$ cat config.mk
export PLATFORM = sky130hd
export DESIGN_NAME = digit_string_nibble_packer_top
export DESIGN_NICKNAME = d
export VERILOG_FILES = /design/src/rtl/core/dspk_pkg.sv /design/src/rtl/core/dspk_char_decode.sv /design/src/rtl/core/dspk_pack_state.sv /design/src/rtl/core/digit_string_nibble_packer_top.sv
export SDC_FILE = /design/constraint.sdc
export NUM_CORES = 1
export LEC_CHECK = 0
export ABC_AREA = 1
export BUFFER_PORTS_ARGS = -buffer_cell sky130_fd_sc_hd__buf_2
export CELL_PAD_IN_SITES_DETAIL_PLACEMENT = 0
export CELL_PAD_IN_SITES_GLOBAL_PLACEMENT = 1
export CORE_AREA = 2 2 73 89
export CTS_CLUSTER_DIAMETER = 40
export CTS_CLUSTER_SIZE = 25
export DETAILED_ROUTE_END_ITERATION = 8
export DIE_AREA = 0 0 75 91
export GPL_TIMING_DRIVEN = 1
export PLACE_DENSITY_LB_ADDON = 0.1
export SLEW_MARGIN = 10
export SYNTH_ARGS = -nofsm -noshare
export SYNTH_HDL_FRONTEND = slang
export SYNTH_HIERARCHICAL = 1
export SYNTH_SLANG_ARGS = --single-unit
$ cat constraint.sdc
create_clock -name i_clk -period 6.6 [get_ports i_clk]
set_input_delay 0.33 -clock i_clk [delete_from_list [all_inputs] [get_ports i_clk]]
set_output_delay 0.33 -clock i_clk [all_outputs]
set_load 0.005 [all_outputs]
$ cat src/rtl/core/dspk_pkg.sv
// Package with shared types, codes and constants of the digit string nibble packer.
`default_nettype none

package dspk_pkg;

    // Packing modes held in the mode register.
    localparam logic [1:0] MODE_BCD_RIGHT = 2'd0;
    localparam logic [1:0] MODE_BCD_LEFT  = 2'd1;
    localparam logic [1:0] MODE_HEX       = 2'd2;

    // Configuration register indexes.
    localparam logic CFG_PACK_MODE   = 1'b0;
    localparam logic CFG_FILL_WITH_F = 1'b1;

    // Field widths.
    localparam int CHAR_W = 8;
    localparam int LEN_W  = 8;
    localparam int NIB_W  = 4;
    localparam int CFG_W  = 2;

    // Longest string the length field may announce.
    localparam int MAX_STRING_LENGTH = 255;

    // Track 2 length window in which a separator character becomes nibble D.
    localparam logic [LEN_W-1:0] TRACK2_LEN_MIN = 8'd18;
    localparam logic [LEN_W-1:0] TRACK2_LEN_MAX = 8'd37;

    // Characters and nibbles used by the decoder.
    localparam logic [CHAR_W-1:0] CH_ZERO  = 8'h30;
    localparam logic [CHAR_W-1:0] CH_NINE  = 8'h39;
    localparam logic [CHAR_W-1:0] CH_UP_A  = 8'h41;
    localparam logic [CHAR_W-1:0] CH_UP_F  = 8'h46;
    localparam logic [CHAR_W-1:0] CH_LO_A  = 8'h61;
    localparam logic [CHAR_W-1:0] CH_LO_F  = 8'h66;
    localparam logic [CHAR_W-1:0] CH_CARET = 8'h5E;
    localparam logic [CHAR_W-1:0] CH_EQUAL = 8'h3D;
    localparam logic [CHAR_W-1:0] CH_UP_D  = 8'h44;

    localparam logic [NIB_W-1:0] NIB_SEPARATOR = 4'hD;
    localparam logic [NIB_W-1:0] NIB_FILL_F    = 4'hF;
    localparam logic [NIB_W-1:0] NIB_FILL_ZERO = 4'h0;
    // Letters A..F and a..f carry 1..6 in their low nibble.
    localparam logic [NIB_W-1:0] NIB_LETTER_OFS = 4'd9;

    // Decoded character.
    typedef struct packed {
        logic [NIB_W-1:0] nibble;
        logic             bad;
        logic             separator;
    } t_decode;

    // Result of one character, with a flag for whether a result exists.
    typedef struct packed {
        logic             present;
        logic [CHAR_W-1:0] packed_byte;
        logic             byte_valid;
        logic             bad_char;
        logic             last_out;
    } t_result;

endpackage

`default_nettype wire

$ cat src/rtl/core/dspk_char_decode.sv
// Character to nibble decoder with track 2 separator detection.
`default_nettype none

module dspk_char_decode (
    input  wire logic [dspk_pkg::CHAR_W-1:0] i_char,
    input  wire logic [dspk_pkg::LEN_W-1:0]  i_len,
    input  wire logic                        i_hex_mode,
    input  wire logic                        i_sep_seen,
    output dspk_pkg::t_decode                o_dec
);

    logic is_digit;
    logic is_upper;
    logic is_lower;
    logic is_sep_char;
    logic in_track2;

    // Character classes.
    assign is_digit    = (i_char >= dspk_pkg::CH_ZERO) && (i_char <= dspk_pkg::CH_NINE);
    assign is_upper    = (i_char >= dspk_pkg::CH_UP_A) && (i_char <= dspk_pkg::CH_UP_F);
    assign is_lower    = (i_char >= dspk_pkg::CH_LO_A) && (i_char <= dspk_pkg::CH_LO_F);
    assign is_sep_char = (i_char == dspk_pkg::CH_CARET) || (i_char == dspk_pkg::CH_EQUAL) ||
                         (i_char == dspk_pkg::CH_UP_D);
    assign in_track2   = (i_len >= dspk_pkg::TRACK2_LEN_MIN) &&
                         (i_len <= dspk_pkg::TRACK2_LEN_MAX);

    // The separator takes priority over the digit and letter decode.
    always_comb begin
        o_dec.nibble    = dspk_pkg::NIB_FILL_ZERO;
        o_dec.bad       = 1'b0;
        o_dec.separator = 1'b0;
        if (!i_hex_mode && in_track2 && !i_sep_seen && is_sep_char) begin
            o_dec.nibble    = dspk_pkg::NIB_SEPARATOR;
            o_dec.separator = 1'b1;
        end else if (is_digit) begin
            o_dec.nibble = i_char[dspk_pkg::NIB_W-1:0];
        end else if (i_hex_mode && (is_upper || is_lower)) begin
            o_dec.nibble = i_char[dspk_pkg::NIB_W-1:0] + dspk_pkg::NIB_LETTER_OFS;
        end else begin
            o_dec.bad = 1'b1;
        end
    end

endmodule

`default_nettype wire

$ cat src/rtl/core/dspk_pack_state.sv
// String state and nibble pairing logic for one character per cycle while i_fire is high.
`default_nettype none

module dspk_pack_state (
    input  wire logic                        i_clk,
    input  wire logic                        i_rst_n,
    input  wire logic                        i_fire,
    input  wire logic [dspk_pkg::CHAR_W-1:0] i_char,
    input  wire logic [dspk_pkg::LEN_W-1:0]  i_len,
    input  wire logic [dspk_pkg::CFG_W-1:0]  i_pack_mode,
    input  wire logic                        i_fill_with_f,
    output dspk_pkg::t_result                o_res
);

    logic [dspk_pkg::NIB_W-1:0] r_held, n_held;
    logic [dspk_pkg::LEN_W-1:0] r_pos, n_pos;
    logic                       r_sep, n_sep;
    logic                       r_abort, n_abort;

    logic                       hex_mode;
    logic                       left_just;
    logic [dspk_pkg::NIB_W-1:0] fill;
    logic                       last;
    logic                       right_fill;
    logic                       is_low;
    logic [dspk_pkg::NIB_W-1:0] held_eff;
    dspk_pkg::t_decode          dec;

    assign hex_mode   = i_pack_mode[1];
    assign left_just  = (i_pack_mode == dspk_pkg::MODE_BCD_LEFT);
    assign fill       = i_fill_with_f ? dspk_pkg::NIB_FILL_F : dspk_pkg::NIB_FILL_ZERO;
    assign last       = ({1'b0, r_pos} + 9'd1) >= {1'b0, i_len};
    assign right_fill = i_len[0] && !left_just;
    // With a leading fill nibble, even positions carry low nibbles.
    assign is_low     = right_fill ? !r_pos[0] : r_pos[0];
    assign held_eff   = (right_fill && (r_pos == '0)) ? fill : r_held;

    dspk_char_decode u_decode (
        .i_char     (i_char),
        .i_len      (i_len),
        .i_hex_mode (hex_mode),
        .i_sep_seen (r_sep),
        .o_dec      (dec)
    );

    // Result and next state for the character in the input register.
    always_comb begin
        o_res   = '0;
        n_held  = r_held;
        n_pos   = r_pos;
        n_sep   = r_sep;
        n_abort = r_abort;
        if (i_len == '0) begin
            // A zero length character is ignored.
        end else if (r_abort) begin
            // Characters after an error are dropped until the string ends.
            n_pos = r_pos + 8'd1;
        end else begin
            n_held = held_eff;
            n_sep  = r_sep | dec.separator;
            n_pos  = r_pos + 8'd1;
            if (dec.bad) begin
                o_res.present  = 1'b1;
                o_res.bad_char = 1'b1;
                o_res.last_out = 1'b1;
                if (is_low) begin
                    o_res.packed_byte = {held_eff, dspk_pkg::NIB_FILL_ZERO};
                    o_res.byte_valid  = 1'b1;
                end
                n_abort = 1'b1;
            end else if (is_low) begin
                o_res.present     = 1'b1;
                o_res.packed_byte = {held_eff, dec.nibble};
                o_res.byte_valid  = 1'b1;
                o_res.last_out    = last;
            end else if (last) begin
                // String ends on a high nibble: fill goes into the low half.
                o_res.present     = 1'b1;
                o_res.packed_byte = {dec.nibble, fill};
                o_res.byte_valid  = 1'b1;
                o_res.last_out    = 1'b1;
            end else begin
                n_held = dec.nibble;
            end
        end
        // The final character of a string clears the state for the next one.
        if ((i_len != '0) && last) begin
            n_held  = '0;
            n_pos   = '0;
            n_sep   = 1'b0;
            n_abort = 1'b0;
        end
    end

    // State registers advance once per consumed character.
    always_ff @(posedge i_clk) begin
        if (!i_rst_n) begin
            r_held  <= '0;
            r_pos   <= '0;
            r_sep   <= 1'b0;
            r_abort <= 1'b0;
        end else if (i_fire) begin
            r_held  <= n_held;
            r_pos   <= n_pos;
            r_sep   <= n_sep;
            r_abort <= n_abort;
        end
    end

endmodule

`default_nettype wire

$ cat src/rtl/core/digit_string_nibble_packer_top.sv
// Top level of the digit string nibble packer: registers, handshakes and checks.
`default_nettype none

//  Channel | Direction | Handshake         | Payload
//  --------+-----------+-------------------+----------------------------------------------
//  input   | in        | i_valid / o_stall | i_char_in, i_string_length
//  output  | out       | o_valid / i_stall | o_packed_byte, o_byte_valid, o_bad_char,
//          |           |                   | o_last_out
//  config  | in        | i_cfg_wr_en       | i_cfg_index, i_cfg_data
//
//  One character per cycle while no result meets a stalled output: an accepted
//  character is held in the input register, where the decode and pairing logic
//  runs, and its result, if it makes one, is registered in the output register.
//  Synchronous active-low reset clears the string state, the mode registers and
//  both valid flags. A stall on the output holds the output register; the input
//  register keeps moving while its character makes no result.

module digit_string_nibble_packer_top (
    input  wire logic                        i_clk,
    input  wire logic                        i_rst_n,
    input  wire logic                        i_valid,
    output logic                             o_stall,
    input  wire logic [dspk_pkg::CHAR_W-1:0] i_char_in,
    input  wire logic [dspk_pkg::LEN_W-1:0]  i_string_length,
    output logic                             o_valid,
    input  wire logic                        i_stall,
    output logic [dspk_pkg::CHAR_W-1:0]      o_packed_byte,
    output logic                             o_byte_valid,
    output logic                             o_bad_char,
    output logic                             o_last_out,
    input  wire logic                        i_cfg_wr_en,
    input  wire logic                        i_cfg_index,
    input  wire logic [dspk_pkg::CFG_W-1:0]  i_cfg_data
);

    logic [dspk_pkg::CFG_W-1:0]  r_pack_mode;
    logic                        r_fill_with_f;
    logic                        r_in_valid, n_in_valid;
    logic [dspk_pkg::CHAR_W-1:0] r_in_char;
    logic [dspk_pkg::LEN_W-1:0]  r_in_len;
    logic                        r_out_valid, n_out_valid;
    logic [dspk_pkg::CHAR_W-1:0] r_out_byte;
    logic                        r_out_byte_valid;
    logic                        r_out_bad;
    logic                        r_out_last;

    dspk_pkg::t_result res;
    logic              out_ready;
    logic              s1_fire;
    logic              in_accept;

    // Configuration registers.
    always_ff @(posedge i_clk) begin
        if (!i_rst_n) begin
            r_pack_mode   <= dspk_pkg::MODE_BCD_RIGHT;
            r_fill_with_f <= 1'b0;
        end else if (i_cfg_wr_en) begin
            case (i_cfg_index)
                dspk_pkg::CFG_PACK_MODE:   r_pack_mode   <= i_cfg_data;
                dspk_pkg::CFG_FILL_WITH_F: r_fill_with_f <= i_cfg_data[0];
                default: ;
            endcase
        end
    end

    dspk_pack_state u_pack (
        .i_clk         (i_clk),
        .i_rst_n       (i_rst_n),
        .i_fire        (s1_fire),
        .i_char        (r_in_char),
        .i_len         (r_in_len),
        .i_pack_mode   (r_pack_mode),
        .i_fill_with_f (r_fill_with_f),
        .o_res         (res)
    );

    // Flow control between input register and output register.
    assign out_ready   = !r_out_valid || !i_stall;
    assign s1_fire     = r_in_valid && (!res.present || out_ready);
    assign o_stall     = r_in_valid && !s1_fire;
    assign in_accept   = i_valid && !o_stall;
    assign n_in_valid  = in_accept || (r_in_valid && !s1_fire);
    assign n_out_valid = (s1_fire && res.present) || (r_out_valid && i_stall);

    // Input register valid flag.
    always_ff @(posedge i_clk) begin
        if (!i_rst_n) begin
            r_in_valid <= 1'b0;
        end else begin
            r_in_valid <= n_in_valid;
        end
    end

    // Input register payload.
    always_ff @(posedge i_clk) begin
        if (in_accept) begin
            r_in_char <= i_char_in;
            r_in_len  <= i_string_length;
        end
    end

    // Output register valid flag.
    always_ff @(posedge i_clk) begin
        if (!i_rst_n) begin
            r_out_valid <= 1'b0;
        end else begin
            r_out_valid <= n_out_valid;
        end
    end

    // Output register payload.
    always_ff @(posedge i_clk) begin
        if (s1_fire && res.present) begin
            r_out_byte       <= res.packed_byte;
            r_out_byte_valid <= res.byte_valid;
            r_out_bad        <= res.bad_char;
            r_out_last       <= res.last_out;
        end
    end

    assign o_valid       = r_out_valid;
    assign o_packed_byte = r_out_byte;
    assign o_byte_valid  = r_out_byte_valid;
    assign o_bad_char    = r_out_bad;
    assign o_last_out    = r_out_last;

`ifndef SYNTH
    // An error transaction always closes the string.
    a_bad_is_last: assert property (@(posedge i_clk) disable iff (!i_rst_n)
        (o_valid && o_bad_char) |-> o_last_out)
        else $error("error result without last flag");

    // Only an error on a high nibble produces an invalid byte, and it is zero.
    a_invalid_byte: assert property (@(posedge i_clk) disable iff (!i_rst_n)
        (o_valid && !o_byte_valid) |-> (o_bad_char && (o_packed_byte == '0)))
        else $error("invalid byte outside a high nibble error");

    // A held character in the input register is not overwritten.
    a_in_hold: assert property (@(posedge i_clk) disable iff (!i_rst_n)
        (r_in_valid && !s1_fire) |=> (r_in_valid && $stable(r_in_char) && $stable(r_in_len)))
        else $error("input register lost a pending character");
`endif

endmodule

`default_nettype wire
==> implementation parameters, run 1 <==
Parameter                              Value

Status
  Status    finished, final reports clean

Detailed routing
  Number of search-and-repair iterations in the first detailed-routing pass    4
  Average wire length per cell after detail routing    11.4 um
  Remaining design rule violation count    0
  Routed via count    2,145
  Count of antenna-violating nets left after detailed routing    0
  Final Routed Wirelength    5.25 mm
  Via density per instance    4.65
  Initial DRC count    88

Worst setup path
  Delay of the slowest cell on the worst path    0.56 ns
  Data required time at the worst endpoint    6.53 ns
  Slowest CP cell    nor2_2
  Critical Path End Type    flip-flop
  Path type of the worst setup path    reg -> reg
  Worst path cell trace    ha_1, nand2_2, nor2_4, xor2_1, ha_1, nand2_1, inv_1, nand2_1, nand3_1, nand2_1, nand2_1, nand2_2, nand3_2, nand2_1, inv_1, nand4_1, inv_1, nor2_2
  Crit path launch type    flip-flop
  WP buf/inv    3
  Most used cell along the critical path    nand2_1
  Largest driver fanout on the critical path    16
  Delay-heaviest family, CP    simple AND/OR/NAND/NOR gates
  Signal arrival time at the worst endpoint    3.22 ns

Clock tree
  Post-CTS Hold Fix Bufs    0
  Number of CTS-inserted buffers    5
  CTS tree    done
  Buffers inserted by post-CTS timing repair    0
  Number of buffers on the longest clock path    2
  Cts repair resizes    0
  Clk sink count    46
  Clock transition at the register clock pins on the worst setup and hold paths after CTS    0.09 ns
  Clock latency on the worst-skew pair    0.30 ns
  Buffer cell driving the clock tree root    clkbuf_8
  Maximum level of the CTS H-tree    2

Synthesis
  Most frequent cells after synthesis    nand2_1, inv_1, nor2_1, edfxtp_1, nand3_1
  Mean cell area of the mapped netlist    8.01 um2
  Share of synthesized registers carrying an async set or reset    0%
  Synth Instances    336
  Synth top area share    30.1%
  Synth Area in Simple Gates    30.3%
  Synthesized-area fraction occupied by xor and xnor cells    2.28%
  Cell area after synthesis    2690 um2
  Share of the yosys chip area belonging to registers    44.2%
  Post-synthesis compound-gate area fraction    7.95%
  Number of warnings issued by yosys    6
  Adder-cell share of the synthesized area    6.97%
  Library cell with the highest instance count after synthesis    nand2_1
  Share of cell area taken by muxes after synthesis    0%
  Synthesized flop and latch total    46
  Post-synthesis net count    375
  Cell taking the most area after synthesis    edfxtp_1
  Unique masters post-synth    25
  Cells taking the most area after synthesis    edfxtp_1, dfxtp_1, nand2_1, inv_1, ha_1
  Ys flop type    edfxtp_1
  EDFF count, synth    27
  Dominant combinational cell family by area after synthesis    simple AND/OR/NAND/NOR gates

Die
  Full die area    6830 um2
  Core region area    5930 um2
  Die span in x    75 um
  Initial core utilization    45.4%
  Vertical extent of the die    91 um
  Row Count    31
  IO Pins    37

Layout
  Number of antenna cells inserted    0
  Fraction of final layout cells with drive strength greater than 1    19.8%
  Relative area change from synthesis to final layout    13.8%
  Layout Nets    417

Pwr
  PD cells    190 nW/um2
  Overall power after layout    0.582 mW
  Highest ir drop seen on vdd    0.000111 V
  Total leakage power    1.42 nW

Placement
  Final weighted congestion in routability-driven placement    0.816
  Count of input and output buffers    36
  Placed wire-length estimate after detailed placement    4.23 mm

Flow run
  Total of max-cap violations    0

Timing
  RSZ-0062 raised after global routing    false
  Final hold violation count    0
  Skew final    0.0131 ns
  Final worst path period need    3.29 ns
  Worst-case headroom to the max-slew limit    51.7%
  Worst Tran Pin Value    0.723 ns
  Post-route fraction of the period consumed by the critical path    49.8%
  Max Transition Viols Final    0
  Achievable frequency    304 MHz
  Aggregate negative setup slack    0 ns
  Setup violations, final    0

Global route
  First-pass GRT wire length    8.83 mm
  Initial antenna violation count    0
  GRT Overall Usage    16.7%
  Largest net degree at the start of global routing    17
  Total congestion overflow    0
  Via count of the first global-routing pass    1,995

Min path
  Tightest Hold Check Type    in -> reg
[state kept, by name (all words and copies together), names as in the netlist]
register / count
r_fill_with_f: 1
r_in_valid: 1
u_pack/r_pos: 8
r_in_len: 8
u_pack/r_sep: 1
u_pack/r_held: 4
o_valid: 1
o_last_out: 1
o_byte_valid: 1
r_in_char: 8
o_packed_byte: 8
r_pack_mode: 2
u_pack/r_abort: 1
o_bad_char: 1
[final timing paths]
kind | to | startpoint | cells after the start | slack (ns)
max reg2reg | r_in_char[1] | u_pack/r_pos[0] | 18 | 3.31
min reg2reg | u_pack/r_sep | u_pack/r_sep | 2 | 0.48
min | r_in_len[2] | i_string_length[2] | 1 | 0.19
max | r_in_char[1] | u_pack/r_pos[0] | 18 | 3.31
[placed cells by master, fill, tap and decap left out]
cell / count
nand3_2: 2
nor3_1: 1
nand3_4: 1
clkinv_2: 1
clkinv_4: 1
inv_1: 56
o21ai_2: 3
dfxtp_1: 19
a21oi_4: 1
a21oi_2: 4
nor2_2: 3
o22ai_1: 1
clkinvlp_4: 1
xor2_1: 7
nand4_1: 8
nand3_1: 27
ha_1: 15
clkbuf_8: 5
nand2_1: 84
o21ai_1: 1
nor2_4: 5
edfxtp_1: 27
inv_2: 2
buf_2: 36
o21ai_0: 9
nand2_4: 3
a21oi_1: 16
nand2_2: 7
nor2_1: 33
[worst register-to-register path: stages, from the launching register on]
cell	delay, ns
dfxtp_1	0.41
ha_1	0.22
nand2_2	0.08
nor2_4	0.13
xor2_1	0.21
ha_1	0.28
nand2_1	0.09
inv_1	0.04
nand2_1	0.06
nand3_1	0.07
nand2_1	0.06
nand2_1	0.06
nand2_2	0.17
nand3_2	0.14
nand2_1	0.09
inv_1	0.07
nand4_1	0.12
inv_1	0.07
nor2_2	0.56
[kinds of logic (layout without fill, tap and decap cells)]
family,Yosys count,after routing
AOI/OAI and AO/OA,35,35
xor gates and xnor gates,7,7
adders and majority gates,15,15
buffers and inverters,59,102
DFF,46,46
and+or+nand+nor,174,174
[layer usage]
layer  global-route usage [%]  wire, um
met1                     22.5      2470
met2                     26.4      2520
met3                     3.11       172
met4                     6.10        80
met5                        0         0
[metrics by stage]
stage	area, um2	setup WS, ns	utilization [%]	cells	hold WS [ns]
5_1_grt	3060	2.99	51.6	461	0.175
4_1_cts	3060	2.96	51.6	461	0.180
3_3_place_gp	2970	3.09	50.1	453	0.444
2_1_floorplan	2690	3.42	-	336	0.428
6_report	3060	3.31	51.6	461	0.193
3_5_place_dp	2970	3.00	50.1	453	0.455
[layout make-up]
type                            count  area, um2
Tap cell                           82        103
Clock inverter                      3       21.3
Sequential cell                    46       1190
Inverter                           58        218
Clock buffer                        5       68.8
Timing Repair Buffer               36        180
Multi-Input combinational cell    231       1280
Fill cell                         604       2870
[power by group]
| group | switching (mW) | internal, mW |
|---|---|---|
| clock | 0.100 | 0.0745 |
| combinational | 0.0514 | 0.0281 |
| sequential | 0.00869 | 0.319 |
Note: power is estimated with default switching activity, not from simulation.
==> inputs of run 2 (changes only) <==
--- a/config.mk
+++ b/config.mk
@@ -9,11 +9,11 @@
 export BUFFER_PORTS_ARGS = -buffer_cell sky130_fd_sc_hd__buf_2
 export CELL_PAD_IN_SITES_DETAIL_PLACEMENT = 0
 export CELL_PAD_IN_SITES_GLOBAL_PLACEMENT = 1
-export CORE_AREA = 2 2 73 89
+export CORE_AREA = 2 2 77 93
 export CTS_CLUSTER_DIAMETER = 40
 export CTS_CLUSTER_SIZE = 25
 export DETAILED_ROUTE_END_ITERATION = 8
-export DIE_AREA = 0 0 75 91
+export DIE_AREA = 0 0 79 95
 export GPL_TIMING_DRIVEN = 1
 export PLACE_DENSITY_LB_ADDON = 0.1
 export SLEW_MARGIN = 10
==> constraint.sdc (replaced) <==
create_clock -name i_clk -period 3.35 [get_ports i_clk]
set_input_delay 0.1675 -clock i_clk [delete_from_list [all_inputs] [get_ports i_clk]]
set_output_delay 0.1675 -clock i_clk [all_outputs]
set_load 0.005 [all_outputs]
==> run 2 against run 1 <==
  * Combinational power is 99% higher
  * Clock power increased by 98%
  * Critical path depth grew 6
  * Largest power group unchanged
  * Via count is 0.47% higher
  * Sequential power grew 97%
  * Register-to-register slack lost 3.0 ns
  * Power up 98%
==> implementation parameters, run 2 (same netlist as run 1, synthesis figures left out) <==
Parameter                              Value

Global route
  Largest net degree at the start of global routing    17
  Total congestion overflow    0
  Via count of the first global-routing pass    2,062
  Initial antenna violation count    0
  GRT Overall Usage    15.5%
  First-pass GRT wire length    9.16 mm

Worst setup path
  Worst path cell trace    ha_1, nand2_2, nor2_4, xor2_1, ha_1, nand2_1, nor2_1, nand2_1, nand3_1, nand2_1, nand2_1, nand2_2, nand3_2, nand2_1, inv_1, nand3_1, nand2_1, inv_1, o21ai_2, inv_2, nand2_4, nor2_4, nand2_1, a21oi_2
  Largest driver fanout on the critical path    10
  Slowest CP cell    dfxtp_1
  Crit path launch type    flip-flop
  Data required time at the worst endpoint    3.58 ns
  Path type of the worst setup path    reg -> reg
  Signal arrival time at the worst endpoint    3.23 ns
  Critical Path End Type    flip-flop
  Most used cell along the critical path    nand2_1
  Delay of the slowest cell on the worst path    0.40 ns

Detailed routing
  Remaining design rule violation count    0
  Final Routed Wirelength    5.39 mm
  Average wire length per cell after detail routing    11.5 um
  Initial DRC count    118
  Via density per instance    4.59
  Routed via count    2,155
  Count of antenna-violating nets left after detailed routing    0
  Number of search-and-repair iterations in the first detailed-routing pass    4

Clock tree
  Clock transition at the register clock pins on the worst setup and hold paths after CTS    0.09 ns
  Clock latency on the worst-skew pair    0.29 ns
  Number of CTS-inserted buffers    5
  Maximum level of the CTS H-tree    2
  CTS tree    done
  Clk sink count    46
  Number of buffers on the longest clock path    2
  Buffer cell driving the clock tree root    clkbuf_8

Placement
  Final weighted congestion in routability-driven placement    0.779
  Placement-stage worst setup slack    0.281 ns
  Placed wire-length estimate after detailed placement    4.35 mm
  Count of input and output buffers    36

Layout
  Most common library cell in the layout ignoring fill and taps    nand2_1
  Relative area change from synthesis to final layout    15.1%
  Total area of multi-input combinational cells    1280 um2
  Count of filler cells inserted in the layout    730
  Layout Nets    421
  Commonest non-fill, non-tap cells in the layout    nand2_1, inv_1, buf_2
  Number of antenna cells inserted    0
  Fraction of final layout cells with drive strength greater than 1    20.4%
  Register cell area after layout    1190 um2

Die
  Row Count    33
  Die span in x    79 um
  Initial core utilization    40.3%
  Vertical extent of the die    95 um
  Full die area    7510 um2
  IO Pins    37
  Core region area    6690 um2

Timing
  Setup violations, final    0
  Final worst-path setup slack    0.346 ns
  Final hold violation count    0
  Final worst path period need    3.00 ns
  Post-route fraction of the period consumed by the critical path    89.7%
  Worst Tran Pin Value    0.524 ns
  Max Transition Viols Final    0
  Skew final    0.0131 ns
  RSZ-0062 raised after global routing    false
  Worst-case headroom to the max-slew limit    65.1%
  Achievable frequency    333 MHz
  Aggregate negative setup slack    0 ns

Pwr
  Total leakage power    1.44 nW
  Highest ir drop seen on vdd    0.000195 V
  PD cells    371 nW/um2

Min path
  Tightest Hold Check Type    in -> reg

Flow run
  Total of max-cap violations    0

Status
  Status    finished, final reports clean
[run 2: changes by cell type in the layout (fill, tap and decap cells not counted), sizes merged]
cell / before / now
buf: 36 / 40
clkbuf: 5 / 8
clkinv: 2 / 0
clkinvlp: 1 / 0
[run 2: worst paths after layout]
kind	start	end	slack [ns]	depth (start not counted)
setup reg to reg	u_pack/r_pos[1]	u_pack/r_held[2]	0.35	24
hold reg to reg	r_fill_with_f	r_fill_with_f	0.47	2
hold / removal	i_string_length[2]	r_in_len[2]	0.05	1
setup / recovery	u_pack/r_pos[1]	u_pack/r_held[2]	0.35	24
[run 2: cell type report]
| class | count | area share [%] |
|---|---|---|
| clock buffer | 8 | 2.91 |
| inverter | 58 | 7.02 |
| multi-input combinational | 231 | 41.3 |
| sequential | 46 | 38.5 |
| tap | 87 | 3.51 |
| timing repair buffer | 40 | 6.78 |
[run 2: metrics by stage]
stage	instance area [um2]	util (%)	hold slack (ns)	std cells	total power, mW
floorplan	2690	-	0.265	336	0.763
global placement	3010	45.0	0.344	462	0.818
detailed placement	3010	45.0	0.346	462	0.818
CTS	3100	46.3	0.0291	470	1.17
global route	3100	46.3	0.0255	470	1.22
finish	3100	46.3	0.0483	470	1.15
[run 2: worst max-delay path: cells and delay by family, from the launching register on]
kind	cells	cell delay, ns
buffers and inverters	3	0.32
flip-flops	1	0.40
AND/OR/NAND/NOR	16	1.24
XOR/XNOR	1	0.23
AO/OA/AOI/OAI	2	0.27
adder cells (fa/ha/maj)	2	0.50
[run 2: routing by layer]
metal / wire [um] / up-vias / global-route usage, %
met5: 0 / - / 0
met4: 37 / 0 / 4.74
met3: 171 / 2 / 2.96
met2: 2610 / 35 / 26.4
met1: 2570 / 950 / 19.9
li1: - / 1168 / -
[run 2: repair_timing]
item	CTS	global route
setup buffers	0	0
gates resized for setup	0	2
endpoints found under the setup margin	0	6
hold buffers	0	0
[run 2: power breakdown]
group | switching, mW | total (mW) | internal [mW]
sequential | 0.0171 | 0.645 | 0.628
combinational | 0.101 | 0.158 | 0.0571
clock | 0.178 | 0.347 | 0.169
==> inputs of run 3 (changes only) <==
--- a/config.mk
+++ b/config.mk
@@ -6,14 +6,15 @@
 export NUM_CORES = 1
 export LEC_CHECK = 0
 export ABC_AREA = 1
-export BUFFER_PORTS_ARGS = -buffer_cell sky130_fd_sc_hd__buf_2
 export CELL_PAD_IN_SITES_DETAIL_PLACEMENT = 0
 export CELL_PAD_IN_SITES_GLOBAL_PLACEMENT = 1
-export CORE_AREA = 2 2 77 93
+export CORE_AREA = 2 2 71 87
+export CTS_BUF_LIST = sky130_fd_sc_hd__clkbuf_8
 export CTS_CLUSTER_DIAMETER = 40
 export CTS_CLUSTER_SIZE = 25
 export DETAILED_ROUTE_END_ITERATION = 8
-export DIE_AREA = 0 0 79 95
+export DIE_AREA = 0 0 73 89
+export DONT_BUFFER_PORTS = 1
 export GPL_TIMING_DRIVEN = 1
 export PLACE_DENSITY_LB_ADDON = 0.1
 export SLEW_MARGIN = 10
==> run 3 against run 2 <==
  * Power shrank 3.2%
  * Clock-buffer cell count shrank 3
  * Fmax grew 1.4%
  * Global-route usage grew 2.3 points
  * Via count shrank 1.7%
  * Wire length shrank 1.9%
  * Hold slack lost 0.040 ns
  * Non-clock buffer count shrank 19
  * Final area shrank 1.3%
  * Clock power shrank 9.8%
  * Critical path depth is the same
  * Final cell count shrank 8.9%
==> implementation parameters, run 3 (same netlist as run 1, synthesis figures left out) <==
Parameter                              Value

Min path
  Hold Path Sink    r_pack_mode[1]
  Tightest Hold Check Type    in -> reg
  Hold Crit Depth    2
  Beginning of the worst hold path    i_rst_n

Clock tree
  Clock transition at the register clock pins on the worst setup and hold paths after CTS    0.08 ns
  Number of buffers on the longest clock path    2
  Buffers inserted by post-CTS timing repair    0
  Clock latency on the worst-skew pair    0.30 ns
  Maximum level of the CTS H-tree    2
  Clk sink count    46
  Buffer cell driving the clock tree root    clkbuf_8
  CTS tree    done
  Number of CTS-inserted buffers    5

Detailed routing
  Count of antenna-violating nets left after detailed routing    0
  Via density per instance    4.95
  Average wire length per cell after detail routing    12.3 um
  Initial DRC count    110
  Routed via count    2,118
  Final Routed Wirelength    5.28 mm
  Remaining design rule violation count    0
  Number of search-and-repair iterations in the first detailed-routing pass    4

Pwr
  Highest ir drop seen on vdd    0.000217 V
  Total leakage power    1.37 nW
  Overall power after layout    1.11 mW
  PD cells    364 nW/um2

Layout
  Commonest non-fill, non-tap cells in the layout    nand2_1, inv_1, nor2_1
  Finished layout cell area    3060 um2
  Relative area change from synthesis to final layout    13.6%
  Number of antenna cells inserted    0
  Count of filler cells inserted in the layout    542
  Layout Nets    402
  Most common library cell in the layout ignoring fill and taps    nand2_1
  Fraction of final layout cells with drive strength greater than 1    11.5%

Timing
  Skew final    0.0155 ns
  RSZ-0062 raised after global routing    false
  Worst-case headroom to the max-slew limit    64.0%
  Final worst path period need    2.96 ns
  Setup violations, final    0
  Achievable frequency    338 MHz
  Post-route fraction of the period consumed by the critical path    88.4%
  Final hold violation count    0
  Aggregate negative setup slack    0 ns
  Worst Tran Pin Value    0.540 ns
  Max Transition Viols Final    0

Die
  Full die area    6500 um2
  Core region area    5590 um2
  IO Pins    37
  Row Count    30
  Vertical extent of the die    89 um
  Initial core utilization    48.1%
  Die span in x    73 um

Worst setup path
  Cell depth of the worst flop-to-flop path    24
  Minimum setup slack among reg-to-reg paths    0.39 ns
  Critical Path Start    u_pack/r_pos[1]
  Worst r2r src    u_pack/r_pos[1]
  Critical Path End Type    flip-flop
  Largest driver fanout on the critical path    10
  Worst reg2reg path endpoint    u_pack/r_held[3]
  Crit path launch type    flip-flop
  Signal arrival time at the worst endpoint    3.19 ns
  Data required time at the worst endpoint    3.58 ns
  Path type of the worst setup path    reg -> reg

Global route
  Total congestion overflow    0
  Via count of the first global-routing pass    1,961
  First-pass GRT wire length    8.95 mm
  GRT Overall Usage    17.8%
  Largest net degree at the start of global routing    17
  Initial antenna violation count    0

Placement
  Count of input and output buffers    0
  Placed wire-length estimate after detailed placement    4.12 mm
  Final weighted congestion in routability-driven placement    0.826
  Post-Place Cell Area    2800 um2

Flow run
  Total of max-cap violations    0

Status
  Status    finished, final reports clean
run 3: cell count changes in the layout (fill, tap and decap cells not counted), moves of 2 or more:
cell / before / now
buf_2: 36 / 0
dlygate4sd3_1: 0 / 17
inv_1: 55 / 58
clkbuf_1: 2 / 0
run 3: final cells by class:
type	instances	area [um2]	area share, %
Clock inverter	3	11.3	0.368
Multi-Input combinational cell	231	1290	42.1
Tap cell	64	80.1	2.62
Clock buffer	5	68.8	2.25
Sequential cell	46	1190	39.0
Inverter	58	218	7.12
Timing Repair Buffer	21	200	6.55
run 3: repair_timing:
action                                  4_1_cts  5_1_grt
hold buffers                                 17        0
endpoints found under the setup margin        0       19
endpoints found under the hold margin        18        0
resized for setup                             0        3
run 3: how the worst max path moves through the flow:
stage               cells past startpoint               end  slack [ns]
floorplan                              18      r_in_char[0]        0.17
global placement                       23   u_pack/r_pos[0]        0.40
detailed placement                     24  u_pack/r_held[3]        0.25
CTS                                    24  u_pack/r_held[3]        0.22
global route                           24  u_pack/r_held[3]        0.02
finish                                 24  u_pack/r_held[3]        0.39
run 3: power breakdown:
| group | total [mW] | switching, mW | internal [mW] |
|---|---|---|---|
| clock network | 0.313 | 0.174 | 0.139 |
| registers | 0.648 | 0.0190 | 0.629 |
| logic | 0.152 | 0.0955 | 0.0565 |
run 3: critical path, stage by stage (launching register included):
cell     delay [ns]
dfxtp_1        0.38
ha_1           0.21
nand2_2        0.08
nor2_4         0.14
xor2_2         0.19
ha_1           0.27
nand2_1        0.09
inv_1          0.04
nand2_1        0.05
nand3_1        0.07
nand2_1        0.06
nand2_1        0.06
nand2_2        0.07
nand3_2        0.11
nand2_1        0.08
inv_1          0.07
nand3_1        0.07
nand2_1        0.05
inv_1          0.08
o21ai_2        0.17
inv_2          0.17
nand2_4        0.08
nor2_4         0.11
nand2_1        0.09
a21oi_2        0.11
run 3: layer usage:
metal  wire (um)  global-route usage, %  vias up
met4          53                   5.22        0
met2        2550                   30.1       44
li1            -                      -     1128
met5           0                      0        -
met1        2510                   23.0      940
met3         172                   3.49        6
run 3: through the flow:
stage	instances	hold WS [ns]	setup WS (ns)	utilization, %
floorplan	336	0.265	0.168	-
global placement	403	0.266	0.404	50.0
detailed placement	403	0.266	0.247	50.0
CTS	428	0.00255	0.216	54.5
global route	428	0.00765	0.0192	54.7
finish	428	0.00854	0.387	54.7
